--- src/hdl/assert_macros.svh ---
// Assertion helpers used by the top RTL file of the phase rotator.
`ifndef ASSERT_MACROS_SVH
`define ASSERT_MACROS_SVH

`ifndef ASSERT_OFF

// Property that must hold at every rising clock edge outside reset.
`define FSR_ASSERT(label, clk, rst_n, prop) \
    label: assert property (@(posedge clk) disable iff (!rst_n) prop) \
        else $error("fsr assertion failed");

// Condition that must never be seen outside reset.
`define FSR_NEVER(label, clk, rst_n, cond) \
    label: assert property (@(posedge clk) disable iff (!rst_n) !(cond)) \
        else $error("fsr forbidden condition seen");

`else

`define FSR_ASSERT(label, clk, rst_n, prop)
`define FSR_NEVER(label, clk, rst_n, cond)

`endif

`endif

--- src/hdl/fsr_pkg.sv ---
package fsr_pkg;

    // Default configuration of the rotator.
    localparam int SAMPLE_BITS_DEF   = 18;
    localparam int FREQ_BITS_DEF     = 10;
    localparam int CORDIC_STAGES_DEF = 16;

    // Fixed widths of the arithmetic.
    localparam int GUARD_BITS    = 8;
    localparam int ATAN_ENTRIES  = 24;
    localparam int ANGLE_BITS    = 32;
    localparam int SHIFT_BITS    = 16;
    localparam int CFG_IDX_BITS  = 2;
    localparam int CFG_DATA_BITS = 16;
    localparam int GAIN_FRAC     = 30;
    localparam int GAIN_SPLIT    = 15;

    // Eighth-turn offset used to pick the nearest quadrant.
    localparam logic [SHIFT_BITS-1:0] QUAD_OFFSET = 16'h2000;

    // Register indexes of the configuration port.
    typedef enum logic [CFG_IDX_BITS-1:0] {
        REG_SHIFT_X,
        REG_SHIFT_Y
    } t_reg_idx;

    // atan(2^-i) where 2^32 is one full turn.
    localparam logic [ANGLE_BITS-1:0] ATAN_TAB [ATAN_ENTRIES] = '{
        32'd536870912, 32'd316933406, 32'd167458907, 32'd85004756,
        32'd42667331,  32'd21354465,  32'd10679838,  32'd5340245,
        32'd2670163,   32'd1335087,   32'd667544,    32'd333772,
        32'd166886,    32'd83443,     32'd41722,     32'd20861,
        32'd10430,     32'd5215,      32'd2608,      32'd1304,
        32'd652,       32'd326,       32'd163,       32'd81
    };

    // Number of CORDIC iterations actually built.
    function automatic int stage_count(input int n);
        return (n > ATAN_ENTRIES) ? ATAN_ENTRIES : n;
    endfunction

    // Inverse CORDIC gain in Q30, evaluated at elaboration.
    function automatic logic [63:0] gain_q30(input int n);
        logic [63:0] p;
        logic [63:0] rem;
        logic [63:0] res;
        logic [63:0] bitv;
        logic [63:0] s;
        logic [63:0] num;
        logic [63:0] quo;
        logic [64:0] drem;
        p = 64'd1 << 60;
        for (int i = 0; i < n; i++) begin
            p = p + (p >> (2 * i));
        end
        // Integer square root, two bits per step.
        rem  = p;
        res  = '0;
        bitv = 64'd1 << 62;
        for (int j = 0; j < 32; j++) begin
            if (rem >= res + bitv) begin
                rem = rem - (res + bitv);
                res = (res >> 1) + bitv;
            end else begin
                res = res >> 1;
            end
            bitv = bitv >> 2;
        end
        s = (res == 64'd0) ? 64'd1 : res;
        // Rounded quotient by restoring long division.
        num  = (64'd1 << 60) + (s >> 1);
        quo  = '0;
        drem = '0;
        for (int k = 63; k >= 0; k--) begin
            drem = {drem[63:0], num[k]};
            if (drem >= {1'b0, s}) begin
                drem   = drem - {1'b0, s};
                quo[k] = 1'b1;
            end
        end
        return quo;
    endfunction

endpackage

--- src/hdl/fsr_cordic.sv ---
module fsr_cordic #(
    parameter int XW    = 29,
    parameter int SHIFT = 0
) (
    input  logic                                 i_clk,
    input  logic                                 i_rst_n,
    input  logic                                 i_valid,
    output logic                                 o_ready,
    input  logic signed [XW-1:0]                 i_x,
    input  logic signed [XW-1:0]                 i_y,
    input  logic signed [fsr_pkg::ANGLE_BITS-1:0] i_z,
    output logic                                 o_valid,
    input  logic                                 i_ready,
    output logic signed [XW-1:0]                 o_x,
    output logic signed [XW-1:0]                 o_y,
    output logic signed [fsr_pkg::ANGLE_BITS-1:0] o_z
);
    import fsr_pkg::*;

    localparam logic signed [ANGLE_BITS-1:0] ATAN = ATAN_TAB[SHIFT];

    logic                         r_valid;
    logic signed [XW-1:0]         r_x;
    logic signed [XW-1:0]         r_y;
    logic signed [ANGLE_BITS-1:0] r_z;
    logic signed [XW-1:0]         n_x;
    logic signed [XW-1:0]         n_y;
    logic signed [ANGLE_BITS-1:0] n_z;
    logic signed [XW-1:0]         w_dx;
    logic signed [XW-1:0]         w_dy;
    logic                         w_dir;
    logic                         w_load;

    // The stage takes a new request when empty or when its content moves on.
    assign w_load  = !r_valid || i_ready;
    assign o_ready = w_load;

    // One micro-rotation toward zero residual angle; the shifts round toward minus infinity.
    assign w_dx  = i_y >>> SHIFT;
    assign w_dy  = i_x >>> SHIFT;
    assign w_dir = !i_z[ANGLE_BITS-1];

    always_comb begin
        if (w_dir) begin
            n_x = i_x - w_dx;
            n_y = i_y + w_dy;
            n_z = i_z - ATAN;
        end else begin
            n_x = i_x + w_dx;
            n_y = i_y - w_dy;
            n_z = i_z + ATAN;
        end
    end

    always_ff @(posedge i_clk) begin
        if (!i_rst_n) begin
            r_valid <= 1'b0;
        end else if (w_load) begin
            r_valid <= i_valid;
        end
    end

    always_ff @(posedge i_clk) begin
        if (w_load && i_valid) begin
            r_x <= n_x;
            r_y <= n_y;
            r_z <= n_z;
        end
    end

    assign o_valid = r_valid;
    assign o_x     = r_x;
    assign o_y     = r_y;
    assign o_z     = r_z;

endmodule

--- config.mk ---
export PLATFORM = sky130hd
export DESIGN_NAME = fsr_cordic
export DESIGN_NICKNAME = d
export VERILOG_FILES = /design/src/hdl/assert_macros.svh /design/src/hdl/fsr_pkg.sv /design/src/hdl/fsr_cordic.sv
export SDC_FILE = /design/constraint.sdc
export NUM_CORES = 1
export LEC_CHECK = 0
export ABC_AREA = 1
export BUFFER_PORTS_ARGS = -buffer_cell sky130_fd_sc_hd__buf_4
export CAP_MARGIN = 20
export CORE_ASPECT_RATIO = 0.8
export CORE_MARGIN = 3
export CORE_UTILIZATION = 60
export CTS_CLUSTER_DIAMETER = 120
export DETAILED_ROUTE_END_ITERATION = 6
export HOLD_SLACK_MARGIN = 0.06
export PLACE_DENSITY_LB_ADDON = 0.15
export SETUP_SLACK_MARGIN = 0.2
export SLEW_MARGIN = 20
export SYNTH_ARGS = -nofsm -noshare
export SYNTH_HDL_FRONTEND = slang
export SYNTH_SLANG_ARGS = --single-unit
--- constraint.sdc ---
create_clock -name i_clk -period 8.8 [get_ports i_clk]
set_clock_uncertainty 0.1 [all_clocks]
set_input_delay 0.88 -clock i_clk [delete_from_list [all_inputs] [get_ports i_clk]]
set_output_delay 0.88 -clock i_clk [all_outputs]
set_load 0.01 [all_outputs]
# Word level (Yosys, flattened, before mapping)
# Cells that the tools add are included.
[classes]
addsub = 5
muxes = 3
n_reduce_logical = 3
[ops]
columns = ["cell", "count"]
rows = [
  ["$mux 29", 2],
  ["$sub 29x29->29", 2],
  ["$add 32x31->32 const B", 1],
  ["$mux 32", 1],
  ["$sub 32x31->32 const B", 1],
  ["$add 29x29->29", 1],
  ["$logic_and 1x1->1", 1],
  ["$logic_not 1->1", 1],
  ["$logic_or 1x1->1", 1],
]
[word_totals]
reg_bits = 91
input_bits = 94
output_inout_bits = 92
wordCells = 15

# Longest topological paths before layout
[depth]
word_depth = 3
mapped_depth = 16
ltp_nobuf = 15

# Worst setup path before layout
# OpenSTA, ideal clock, no wires.
[synth_path]
kind = "input -> register"
start = "input port i_valid"
end = "register r_x[10] (netlist: o_x[10]), enable pin"
setup_ns = 0.566
arrival_time_ns = 5.219
t_required_ns = 8.134
path_slack_ns = 2.916
path_stages = 2
n_path_buf = 0
cell_sequence = "inv_1 a21oi_1"
[synth_between]
elab_chain_len = 1
[synth_lines]
columns = ["element", "line", "text"]
rows = [
  ["start: declaration", "fsr_cordic.sv:7", "input logic i_valid,"],
  ["$logic_and 1x1->1", "fsr_cordic.sv:64", "if (w_load && i_valid) begin"],
  ["end signal: assignment", "fsr_cordic.sv:65", "r_x <= n_x;"],
  ["end: declaration", "fsr_cordic.sv:23", "logic signed [XW-1:0] r_x;"],
]
# No other way between the ends.
# A chain may end at the register's enable or synchronous reset.

# Worst setup path after layout
[layout_path]
start = "input port i_x[6]"
end = "register r_x[19] (netlist: o_x[19]) (data pin)"
[layout_between]
elab_chain_len = 2
elab_cells_between_ends = 3
cone_classes = "add/sub: 2; mux: 1"
[layout_lines]
columns = ["element", "line", "text"]
rows = [
  ["start: declaration", "fsr_cordic.sv:9", "input logic signed [XW-1:0] i_x,"],
  ["$sub 29x29->29 or $add 29x29->29 (tied branches)", "fsr_cordic.sv:45, fsr_cordic.sv:49", ""],
  ["$mux 29 (*)", "fsr_cordic.sv:44", "if (w_dir) begin"],
  ["net n_x[19]", "fsr_cordic.sv:26", "logic signed [XW-1:0] n_x;"],
]
# Mark *: on every way through the listed nets, which the timed path passes. The rest lies on a longest branch.

==> metrics.cfg <==
[worst_setup_path]
arrival_ns=2.94
crit_fanout=11
end_kind=register
cp-start-kind=input pin
required_ns=8.82
reg2regPathDepth=2
worstSetupPathType=in -> reg

[die]
die-area_mm2=0.0172
start_util_pct=61.9
coreArea_mm2=0.0152
num_rows=40
die_w_um=146
io_pins=186
die_y_um=118

[final_layout]
final_common_cell=nand2_1
postLayoutCoreUtil_pct=73.5
nFillCells=1264
final_cell_mix=nand2_1, inv_1, buf_4, nand3_1, ha_1
fin_nets=1761
area_growth_pct=18.7
diodes=0
drive_gt1_share_pct=16.7

[synthesis]
async_reset_ff_share_pct=0
synthMuxAreaShare_pct=0
synth_top_family_by_area=simple AND/OR/NAND/NOR gates
synth_xor_area_share_pct=1.96
yosysWarnings=0
synth_seq_area_share_pct=28.7
synth-seq-cells=90
netlist_area_mm2=0.00939
syn_avg_cell_area_um2=6.66
syn_nets=1600
synth-simple-area-share_pct=33.8
synth_compound_area_share_pct=9.70
ys_types=38
synthAdderAreaFrac_pct=13.1
synth_cells=1410
yosys_most_used_dff=edfxtp_1
synth_edf_count=89

[grt]
grt_pass1_wl_mm=47.9
grt_pass1_vias=9209
antenna_found_initial=0
grt_max_degree=74
groute.usage.overall_pct=35.0
overflow=0

[detailed_routing]
vias=10200
drt_iter0_drc=1377
routed_wl_mm=31.2
drt.antenna.violating_nets=0
viasPerCell=5.71
post-route-drc-count=1
drtPass1Iterations=7
wire_per_inst_um=17.5

[timing]
fin_crit_ns=2.92
rsz0062_at_grt=false
tightest_slew_ns=0.946
setup_viol=0
hold_viol_final=0
timing.fmax_mhz=343
fin_crit_sh_pct=33.1
tns_ns=0
maxSlewViolCount=0
max_slew_margin_pct=36.9

[placement]
port_buffers=185
dp_hpwl_mm=25.2
gp_routability_congestion=1.01

[power]
ir_worst_vdd_v=0.0000975
power_mw=1.55
p_leak_nw=6.02
power_density_mw_per_mm2=139

[clock_network]
cts_buffers=9
cts_setup_buffers=0
postCtsHoldBufs=0
clk_pin_slew_ns=0.08
clkLatencyLatePin_ns=0.36
cts_sinks=90
cts_tree=yes
cts_root_buf=clkbuf_16
ctsResizeCount=0
clock_path_buffers=2
htree_levels=3

[status]
violations=design-rule violations
outcome=finished, violations left

[hold_path]
hold_path.class=reg -> reg
hold_depth=2

[flow_run]
max-cap-violations=0

-- logic make-up after synthesis --
kind of cell               Yosys count
DFF                                 90
adders and majority gates           96
AOI/OAI and AO/OA                  161
buffers and inverters              298
and+or+nand+nor                    744
xor gates and xnor gates            21
-- stage by stage --
step	worst slack, ns	hold WS [ns]	std cells	instance area (um^2)
finish	5.88	0.505	1786	11100
global route	5.77	0.544	1786	11100
floorplan	2.92	0.495	1410	9390
CTS	5.97	0.514	1786	11100
detailed placement	5.60	0.487	1770	10800
global placement	5.61	0.443	1770	10800
-- layer usage --
layer | up-vias | global-route usage, % | part of all wire [%]
met2 | 794 | 52.7 | 42
met1 | 4530 | 50.6 | 42
met5 | - | 0 | 0
met3 | 78 | 7.43 | 13
met4 | 0 | 10.7 | 3.0
li1 | 4791 | - | -
-- worst max-delay path: stages --
cell and delay, ns:
buf_4 0.10, inv_1 0.04, ha_1 0.61, nand2_1 0.24
nor2_1 0.22, and2_1 0.17, nand2_1 0.09, nand3b_2 0.20
nand2_1 0.10, nand2_1 0.07, nand2_1 0.04, nand3_1 0.10
nand2_1 0.07
-- synth_stat cells (8+ instances only) --
| master | n | area [um^2] |
|---|---|---|
| inv_2 | 16 | 60.1 |
| nor2_1 | 77 | 289 |
| nand2_1 | 462 | 1730 |
| buf_2 | 11 | 55.1 |
| a21oi_2 | 8 | 70.1 |
| xor2_1 | 21 | 184 |
| nand4_1 | 29 | 181 |
| nand3_1 | 136 | 681 |
| ha_1 | 92 | 1150 |
| buf_4 | 14 | 105 |
| o21bai_1 | 14 | 105 |
| nand2_2 | 9 | 56.3 |
| nor2_2 | 17 | 106 |
| inv_1 | 243 | 912 |
| clkbuf_1 | 9 | 33.8 |
| edfxtp_1 | 89 | 2670 |
| a21oi_1 | 64 | 320 |
| o22ai_1 | 8 | 50.1 |
| o21ai_0 | 36 | 180 |
| o21ai_1 | 17 | 85.1 |
-- final cells by class --
class                      count  area, um^2  share of cell area, %
multi-input combinational   1022        5510                   49.4
clock inverter                 7        71.3                  0.640
timing repair buffer         187        1400                   12.6
tap                          210         263                   2.36
clock buffer                   9         225                   2.02
sequential                    90        2690                   24.2
inverter                     261         980                   8.79
-- where the power goes --
part           internal (mW)  switching (mW)
logic                  0.213           0.392
clock network          0.200           0.197
registers              0.528          0.0156
total                  0.940           0.605
-- registers in the layout, indices dropped and copies added (netlist names) --
| name | flops |
|---|---|
| o_y | 29 |
| o_z | 32 |
| o_x | 28 |
| o_valid | 1 |
-- final timing paths --
path	startpoint	endpoint	slack [ns]
max	i_x[6]	o_x[19]	5.88
min	o_valid	o_valid	0.51
max reg2reg	o_valid	o_z[2]	6.45
min reg2reg	o_valid	o_valid	0.51
Power figures use the tool's default switching activity.
