--- src/hdl/assert_macros.svh ---
// Assertion helpers used by the top RTL file of the phase rotator.
`ifndef ASSERT_MACROS_SVH
`define ASSERT_MACROS_SVH

`ifndef ASSERT_OFF

// Property that must hold at every rising clock edge outside reset.
`define FSR_ASSERT(label, clk, rst_n, prop) \
    label: assert property (@(posedge clk) disable iff (!rst_n) prop) \
        else $error("fsr assertion failed");

// Condition that must never be seen outside reset.
`define FSR_NEVER(label, clk, rst_n, cond) \
    label: assert property (@(posedge clk) disable iff (!rst_n) !(cond)) \
        else $error("fsr forbidden condition seen");

`else

`define FSR_ASSERT(label, clk, rst_n, prop)
`define FSR_NEVER(label, clk, rst_n, cond)

`endif

`endif

--- src/hdl/fsr_pkg.sv ---
package fsr_pkg;

    // Default configuration of the rotator.
    localparam int SAMPLE_BITS_DEF   = 18;
    localparam int FREQ_BITS_DEF     = 10;
    localparam int CORDIC_STAGES_DEF = 16;

    // Fixed widths of the arithmetic.
    localparam int GUARD_BITS    = 8;
    localparam int ATAN_ENTRIES  = 24;
    localparam int ANGLE_BITS    = 32;
    localparam int SHIFT_BITS    = 16;
    localparam int CFG_IDX_BITS  = 2;
    localparam int CFG_DATA_BITS = 16;
    localparam int GAIN_FRAC     = 30;
    localparam int GAIN_SPLIT    = 15;

    // Eighth-turn offset used to pick the nearest quadrant.
    localparam logic [SHIFT_BITS-1:0] QUAD_OFFSET = 16'h2000;

    // Register indexes of the configuration port.
    typedef enum logic [CFG_IDX_BITS-1:0] {
        REG_SHIFT_X,
        REG_SHIFT_Y
    } t_reg_idx;

    // atan(2^-i) where 2^32 is one full turn.
    localparam logic [ANGLE_BITS-1:0] ATAN_TAB [ATAN_ENTRIES] = '{
        32'd536870912, 32'd316933406, 32'd167458907, 32'd85004756,
        32'd42667331,  32'd21354465,  32'd10679838,  32'd5340245,
        32'd2670163,   32'd1335087,   32'd667544,    32'd333772,
        32'd166886,    32'd83443,     32'd41722,     32'd20861,
        32'd10430,     32'd5215,      32'd2608,      32'd1304,
        32'd652,       32'd326,       32'd163,       32'd81
    };

    // Number of CORDIC iterations actually built.
    function automatic int stage_count(input int n);
        return (n > ATAN_ENTRIES) ? ATAN_ENTRIES : n;
    endfunction

    // Inverse CORDIC gain in Q30, evaluated at elaboration.
    function automatic logic [63:0] gain_q30(input int n);
        logic [63:0] p;
        logic [63:0] rem;
        logic [63:0] res;
        logic [63:0] bitv;
        logic [63:0] s;
        logic [63:0] num;
        logic [63:0] quo;
        logic [64:0] drem;
        p = 64'd1 << 60;
        for (int i = 0; i < n; i++) begin
            p = p + (p >> (2 * i));
        end
        // Integer square root, two bits per step.
        rem  = p;
        res  = '0;
        bitv = 64'd1 << 62;
        for (int j = 0; j < 32; j++) begin
            if (rem >= res + bitv) begin
                rem = rem - (res + bitv);
                res = (res >> 1) + bitv;
            end else begin
                res = res >> 1;
            end
            bitv = bitv >> 2;
        end
        s = (res == 64'd0) ? 64'd1 : res;
        // Rounded quotient by restoring long division.
        num  = (64'd1 << 60) + (s >> 1);
        quo  = '0;
        drem = '0;
        for (int k = 63; k >= 0; k--) begin
            drem = {drem[63:0], num[k]};
            if (drem >= {1'b0, s}) begin
                drem   = drem - {1'b0, s};
                quo[k] = 1'b1;
            end
        end
        return quo;
    endfunction

endpackage

--- src/hdl/fsr_scale.sv ---
module fsr_scale #(
    parameter int SAMPLE_BITS = 18,
    parameter int XW          = 29,
    parameter int N_STAGES    = 16
) (
    input  logic                          i_clk,
    input  logic                          i_rst_n,
    input  logic                          i_valid,
    output logic                          o_ready,
    input  logic signed [XW-1:0]          i_x,
    input  logic signed [XW-1:0]          i_y,
    output logic                          o_valid,
    input  logic                          i_ready,
    output logic signed [SAMPLE_BITS-1:0] o_real,
    output logic signed [SAMPLE_BITS-1:0] o_imag,
    output logic                          o_sat
);
    import fsr_pkg::*;

    localparam logic [63:0] K_GAIN = gain_q30(N_STAGES);
    localparam logic [GAIN_SPLIT-1:0] K_HI = K_GAIN[2*GAIN_SPLIT-1:GAIN_SPLIT];
    localparam logic [GAIN_SPLIT-1:0] K_LO = K_GAIN[GAIN_SPLIT-1:0];
    localparam int PW = XW + GAIN_SPLIT;
    localparam int RW = PW + 1;
    localparam int SH = GAIN_FRAC + GUARD_BITS - GAIN_SPLIT;
    localparam logic [RW-1:0] ROUND   = RW'(1) << (SH - 1);
    localparam logic [RW-1:0] LIM_POS = (RW'(1) << (SAMPLE_BITS - 1)) - RW'(1);
    localparam logic [RW-1:0] LIM_NEG = RW'(1) << (SAMPLE_BITS - 1);
    localparam logic [SAMPLE_BITS-1:0] S_MAX = LIM_POS[SAMPLE_BITS-1:0];
    localparam logic [SAMPLE_BITS-1:0] S_MIN = LIM_NEG[SAMPLE_BITS-1:0];

    logic                   r_v1;
    logic                   r_v2;
    logic                   r_v3;
    logic                   w_rdy1;
    logic                   w_rdy2;
    logic                   w_rdy3;
    logic [XW-1:0]          r_mx;
    logic [XW-1:0]          r_my;
    logic                   r_neg_x1;
    logic                   r_neg_y1;
    logic [PW-1:0]          r_ax;
    logic [PW-1:0]          r_bx;
    logic [PW-1:0]          r_ay;
    logic [PW-1:0]          r_by;
    logic                   r_neg_x2;
    logic                   r_neg_y2;
    logic [XW-1:0]          w_ux;
    logic [XW-1:0]          w_uy;
    logic [RW-1:0]          w_rx;
    logic [RW-1:0]          w_ry;
    logic                   w_sat_x;
    logic                   w_sat_y;
    logic [SAMPLE_BITS-1:0] n_real;
    logic [SAMPLE_BITS-1:0] n_imag;
    logic [SAMPLE_BITS-1:0] r_real;
    logic [SAMPLE_BITS-1:0] r_imag;
    logic                   r_sat;

    // Each stage moves when it is empty or the next one takes its content.
    assign w_rdy3  = !r_v3 || i_ready;
    assign w_rdy2  = !r_v2 || w_rdy3;
    assign w_rdy1  = !r_v1 || w_rdy2;
    assign o_ready = w_rdy1;

    always_ff @(posedge i_clk) begin
        if (!i_rst_n) begin
            r_v1 <= 1'b0;
            r_v2 <= 1'b0;
            r_v3 <= 1'b0;
        end else begin
            if (w_rdy1) begin
                r_v1 <= i_valid;
            end
            if (w_rdy2) begin
                r_v2 <= r_v1;
            end
            if (w_rdy3) begin
                r_v3 <= r_v2;
            end
        end
    end

    // Stage one: sign and magnitude.
    assign w_ux = i_x;
    assign w_uy = i_y;

    always_ff @(posedge i_clk) begin
        if (w_rdy1 && i_valid) begin
            r_mx     <= i_x[XW-1] ? (~w_ux + XW'(1)) : w_ux;
            r_my     <= i_y[XW-1] ? (~w_uy + XW'(1)) : w_uy;
            r_neg_x1 <= i_x[XW-1];
            r_neg_y1 <= i_y[XW-1];
        end
    end

    // Stage two: magnitude times the gain, split into two narrow products.
    always_ff @(posedge i_clk) begin
        if (w_rdy2 && r_v1) begin
            r_ax     <= PW'(r_mx) * PW'(K_HI);
            r_bx     <= PW'(r_mx) * PW'(K_LO);
            r_ay     <= PW'(r_my) * PW'(K_HI);
            r_by     <= PW'(r_my) * PW'(K_LO);
            r_neg_x2 <= r_neg_x1;
            r_neg_y2 <= r_neg_y1;
        end
    end

    // Stage three: round half away from zero, restore the sign and clip.
    assign w_rx = (RW'(r_ax) + ROUND + RW'(r_bx >> GAIN_SPLIT)) >> SH;
    assign w_ry = (RW'(r_ay) + ROUND + RW'(r_by >> GAIN_SPLIT)) >> SH;
    assign w_sat_x = r_neg_x2 ? (w_rx > LIM_NEG) : (w_rx > LIM_POS);
    assign w_sat_y = r_neg_y2 ? (w_ry > LIM_NEG) : (w_ry > LIM_POS);

    always_comb begin
        if (w_sat_x) begin
            n_real = r_neg_x2 ? S_MIN : S_MAX;
        end else begin
            n_real = r_neg_x2 ? (~w_rx[SAMPLE_BITS-1:0] + SAMPLE_BITS'(1))
                              : w_rx[SAMPLE_BITS-1:0];
        end
        if (w_sat_y) begin
            n_imag = r_neg_y2 ? S_MIN : S_MAX;
        end else begin
            n_imag = r_neg_y2 ? (~w_ry[SAMPLE_BITS-1:0] + SAMPLE_BITS'(1))
                              : w_ry[SAMPLE_BITS-1:0];
        end
    end

    always_ff @(posedge i_clk) begin
        if (w_rdy3 && r_v2) begin
            r_real <= n_real;
            r_imag <= n_imag;
            r_sat  <= w_sat_x || w_sat_y;
        end
    end

    assign o_valid = r_v3;
    assign o_real  = r_real;
    assign o_imag  = r_imag;
    assign o_sat   = r_sat;

endmodule

--- config.mk ---
export PLATFORM = sky130hd
export DESIGN_NAME = fsr_scale
export DESIGN_NICKNAME = d
export VERILOG_FILES = /design/src/hdl/assert_macros.svh /design/src/hdl/fsr_pkg.sv /design/src/hdl/fsr_scale.sv
export SDC_FILE = /design/constraint.sdc
export NUM_CORES = 2
export LEC_CHECK = 0
export CAP_MARGIN = 10
export CORE_ASPECT_RATIO = 1.2
export CORE_UTILIZATION = 40
export DETAILED_ROUTE_END_ITERATION = 10
export DONT_BUFFER_PORTS = 1
export PLACE_DENSITY = 0.53
export SLEW_MARGIN = 5
export SYNTH_ARGS = -nofsm -noshare
export SYNTH_HDL_FRONTEND = slang
export SYNTH_SLANG_ARGS = --single-unit
--- constraint.sdc ---
create_clock -name i_clk -period 28.9 [get_ports i_clk]
set_clock_uncertainty 0.1 [all_clocks]
set_input_delay 1.445 -clock i_clk [delete_from_list [all_inputs] [get_ports i_clk]]
set_output_delay 1.445 -clock i_clk [all_outputs]
set_load 0.02 [all_outputs]
Yosys cells after proc, flatten, opt, wreduce, memory -nomap -nowiden
Index checks and enable logic that the tools add are counted.
W data, S select, Z words.
- output and inout bits: 39
- bits in registers: 274
- bits of input ports: 62
- bitwise logic cells: 4
- add/subtract/negate cells: 8
- muxes and demuxes: 10
- multiply operators: 4
- magnitude comparators: 4
- reduce and logical (&&, ||, !) cells: 10
- operators by type and width (cell ; count):
    $mul A29 B14 Y43 const B ; 4
    $mux W18 ; 6
    $add A44 B23 Y45 const B ; 2
    $add A45 B28 Y45 ; 2
    $add A29 B1 Y29 const B ; 2
    $not A29 Y29 ; 2
    $mux W28 ; 2
    $gt A22 B17 Y1 const B ; 2
    $gt A22 B18 Y1 const B ; 2
    $add A18 B1 Y18 const B ; 2
    $not A18 Y18 ; 2
    $logic_or A1 B1 Y1 ; 4
    $logic_and A1 B1 Y1 ; 3
    $logic_not A1 Y1 ; 3
    $mux W1 ; 2

Depth between registers and ports, before layout
- depth after elaboration: 6
- gate-level depth with buffers: 22

Worst setup path before layout
Ideal clock, no wire load.
- path type: input to register
- start: in i_ready
- end: reg r_ax[10] (enable)
- stages on the path: 2
- path buffers: 0
- library setup time: 0.860 ns
- path slack: 16.150 ns
- data arrival time: 11.789 ns
- cells stage by stage: nor2b_1 -> a21boi_0
- cells in the longest elaborated chain, start to end: 3
- ends and longest elaborated chain (item ; line ; text):
    start, declared ; fsr_scale.sv:13 ; input logic i_ready,
    $logic_or A1 B1 Y1 ; fsr_scale.sv:61 ; assign w_rdy3 = !r_v3 || i_ready;
    $logic_or A1 B1 Y1 ; fsr_scale.sv:62 ; assign w_rdy2 = !r_v2 || w_rdy3;
    $logic_and A1 B1 Y1 ; fsr_scale.sv:99 ; if (w_rdy2 && r_v1) begin
    end signal, assigned ; fsr_scale.sv:100 ; r_ax <= PW'(r_mx) * PW'(K_HI);
    end, declared ; fsr_scale.sv:42 ; logic [PW-1:0] r_ax;
Every way passes these cells.
A chain may end at the register's enable or synchronous reset.

Worst setup path in the final report
- start: reg r_mx[6]
- end: reg r_ax[42], data pin
- cells in the longest elaborated chain, start to end: 1
- ends and longest elaborated chain (item ; line ; text):
    start, declared ; fsr_scale.sv:38 ; logic [XW-1:0] r_mx;
    start signal, assigned ; fsr_scale.sv:90 ; r_mx <= i_x[XW-1] ? (~w_ux + XW'(1)) : w_ux;
    $mul A29 B14 Y43 ; fsr_scale.sv:100 ;
Every way passes these cells.

==> results.yml <==
status:
  run_status: "complete, no violations"
logic_synthesis:
  ffs_w_async_s_r_synth: 0
  synth_top_flop_cell: "sky130_fd_sc_hd__edfxtp_1"
  synth-seq-cells: 242
  postSynthCellCount: 4070
  synth_area_sq_um: 41900
  synthesis.area_per_instance_sq_um: 10.3
  yosys.cell_types.count: 87
  seq_area_frac_synth: 0.173
  yosys_warnings: 0
  mappedNetlistNets: 5469
  synth-edff-count: 239
cells_and_area:
  finalNonFillerCells: 5480
  filler_cell_count: 10077
  insertedDiodeCount: 0
  num-nets-final: 5479
  area_growth_pct: 6.51
  layout-drive-gt1-share: 0.0241
sta:
  hold-worst-slack_ns: 0.324
  slew_viol_final: 0
  finalCriticalPeriod_ns: 7.46
  hold_violations: 0
  relSlewSlack: 0.303
  worst_slew_pin_slew_ns: 1.04
  fmax_ghz: 0.134
  timing.setup.tns_ns: 0
  final_count_of_negative_setup_slack_endpoints: 0
  rsz_0062_raised_after_global_routing: "no"
  finalCritPeriodShare: 0.258
critical_path:
  critPathMaxFanout: 8
  path_class: "register to register"
  critical_path_required_ns: 29.15
  critical_path_arrival_ns: 7.71
  worst_setup_path_end_kind: "register"
  element_type_at_the_critical_path_start: "register"
clock_tree:
  cts.path.max_buffers: 3
  insertion_delay_ns: 0.64
  tritoncts.num_buffers: 31
  clock_pin_slew_on_the_worst_setup_and_hold_paths_ns: 0.06
  cts_tree: "done"
  cts.htree.levels: 1
  cts_num_sinks: 242
  cts.repair.resized: 0
  cts_setup_buffers: 0
  cts-hold-fix-buffers: 0
  cts-root-buf: "sky130_fd_sc_hd__clkbuf_16"
routing:
  dr.first_iter.drc_count: 1072
  ant_nets: 0
  vias: 27814
  totalWireLength_um: 111000
  avg_vias_per_cell: 5.08
  routed_wire_per_std_cell_um: 20.3
  residual_drc: 0
  first_pass_iters: 5
place:
  placed_cells: 5422
  dpl.hpwl_um: 97700
  gp_congestion: 0.933
  portBuffers: 0
floorplan:
  die_h_um: 357
  die-area_sq_um: 106000
  initial_utilization: 0.405
  fp.dieW_um: 298
  core.rowCount: 129
  core-area_sq_um: 103000
  design.portCount: 101
global_route:
  globalRoute.totalOverflow: 0
  vias_in_the_first_global_route: 30249
  grt_util_all_layers: 0.212
  grt_start_max_net_pins: 76
  number_of_antenna_violations_at_the_first_check_in_global_routing: 0
  grt_pass1_wl_um: 171000
hold_path:
  class_of_the_most_critical_hold_timing_path: "register to register"
flow_run:
  max_cap_viol_count: 0
[placed cells by master, fill, tap and decap left out, drive strengths merged, types with 24 or more instances in the layout]
cell type	Yosys	routed
nand2	129	129
clkbuf	27	36
xor2	58	58
o21a	32	32
o21bai	28	28
fa	664	664
o21ai	112	112
a21o	101	101
ha	673	673
edfxtp	239	239
xnor2	146	146
a21oi	163	163
inv	1072	1078
nand3	51	51
o31ai	24	24
nor2	132	132
nor3	56	56
nand4	28	28
[final timing paths]
kind	from	endpoint	slack, ns	cells past startpoint
worst max register to register	r_mx[6]	r_ax[42]	21.44	20
worst min-delay path	r_neg_x1	r_neg_x2	0.32	0
worst max-delay path	r_mx[6]	r_ax[42]	21.44	20
worst min register to register	r_neg_x1	r_neg_x2	0.32	0
[cells in the mapped netlist, types with 15 or more instances]
| cell | n | area (sq um) |
|---|---|---|
| sky130_fd_sc_hd__a211oi_1 | 23 | 173 |
| sky130_fd_sc_hd__a21o_1 | 101 | 758 |
| sky130_fd_sc_hd__a21oi_1 | 160 | 801 |
| sky130_fd_sc_hd__a31oi_1 | 17 | 106 |
| sky130_fd_sc_hd__and3_1 | 20 | 125 |
| sky130_fd_sc_hd__clkbuf_1 | 27 | 101 |
| sky130_fd_sc_hd__edfxtp_1 | 239 | 7180 |
| sky130_fd_sc_hd__fa_1 | 664 | 13300 |
| sky130_fd_sc_hd__ha_1 | 673 | 8420 |
| sky130_fd_sc_hd__inv_1 | 1072 | 4020 |
| sky130_fd_sc_hd__nand2_1 | 129 | 484 |
| sky130_fd_sc_hd__nand2b_1 | 21 | 131 |
| sky130_fd_sc_hd__nand3_1 | 50 | 250 |
| sky130_fd_sc_hd__nand4_1 | 27 | 169 |
| sky130_fd_sc_hd__nor2_1 | 132 | 495 |
| sky130_fd_sc_hd__nor2b_1 | 15 | 93.8 |
| sky130_fd_sc_hd__nor3_1 | 55 | 275 |
| sky130_fd_sc_hd__nor4_1 | 16 | 100 |
| sky130_fd_sc_hd__o21a_1 | 32 | 240 |
| sky130_fd_sc_hd__o21ai_0 | 96 | 480 |
| sky130_fd_sc_hd__o21ai_1 | 16 | 80.1 |
| sky130_fd_sc_hd__o21bai_1 | 27 | 203 |
| sky130_fd_sc_hd__o31ai_1 | 23 | 173 |
| sky130_fd_sc_hd__or3_1 | 18 | 113 |
| sky130_fd_sc_hd__xnor2_1 | 146 | 1280 |
| sky130_fd_sc_hd__xor2_1 | 58 | 508 |
[worst max-delay path: stages, from the launching register on]
cell and delay (ns):
sky130_fd_sc_hd__edfxtp_1 0.65, sky130_fd_sc_hd__inv_1 0.30, sky130_fd_sc_hd__fa_1 0.65, sky130_fd_sc_hd__inv_1 0.06, sky130_fd_sc_hd__ha_1 0.30, sky130_fd_sc_hd__fa_1 0.51
sky130_fd_sc_hd__inv_1 0.06, sky130_fd_sc_hd__fa_1 0.49, sky130_fd_sc_hd__fa_1 0.49, sky130_fd_sc_hd__inv_1 0.05, sky130_fd_sc_hd__fa_1 0.44, sky130_fd_sc_hd__ha_1 0.37
sky130_fd_sc_hd__o21a_1 0.15, sky130_fd_sc_hd__nor2_1 0.04, sky130_fd_sc_hd__nor3_1 0.57, sky130_fd_sc_hd__o21ai_1 0.30, sky130_fd_sc_hd__o31ai_1 0.61, sky130_fd_sc_hd__o211a_1 0.35
sky130_fd_sc_hd__nor3_1 0.09, sky130_fd_sc_hd__o31ai_1 0.44, sky130_fd_sc_hd__o211ai_1 0.17
[layout make-up]
cell class	instances	area, sq um	area share
Inverter	1072	4020	0.0901
Multi-Input combinational cell	2722	30600	0.684
Sequential cell	242	7240	0.162
Tap cell	1375	1720	0.0385
Timing Repair Buffer	11	82.6	0.00185
Clock inverter	22	226	0.00507
Clock buffer	36	805	0.0180
[sequential cells by signal (all words and copies together) (netlist names)]
signal and count:
r_neg_y1 1, o_sat 1, o_real 18, r_neg_x2 1
o_valid 1, r_v1 1, r_ax 42, r_v2 1
r_my 29, o_imag 18, r_by 28, r_mx 29
r_ay 42, r_neg_x1 1, r_bx 28, r_neg_y2 1
[layer usage]
metal	wire length, um	GRT usage	up-vias
met5	0	0	-
met4	4700	0.0836	0
met3	3650	0.0236	179
met2	59700	0.406	423
met1	43200	0.237	13895
li1	-	-	13317
[stage by stage]
step                cell area [sq um]  utilization  worst slack, ns
finish                          44700        0.432            21.44
global route                    44700        0.432            21.10
CTS                             44700        0.432            21.45
detailed placement              43600        0.422            21.43
global placement                43600        0.422            21.63
floorplan                       41900            -            16.15
[cell families after synthesis]
kind of cell    Yosys count  synth area share
compound gates          627             0.100
xor+xnor                204            0.0426
fa+ha+maj              1337             0.518
buf+inv                1106            0.0993
flops                   242             0.173
mux                      12           0.00298
simple gates            542            0.0645
Power is left out: the tool's default activity adds up to more than one toggle a clock period on the data nets, which glitch-free logic cannot reach.
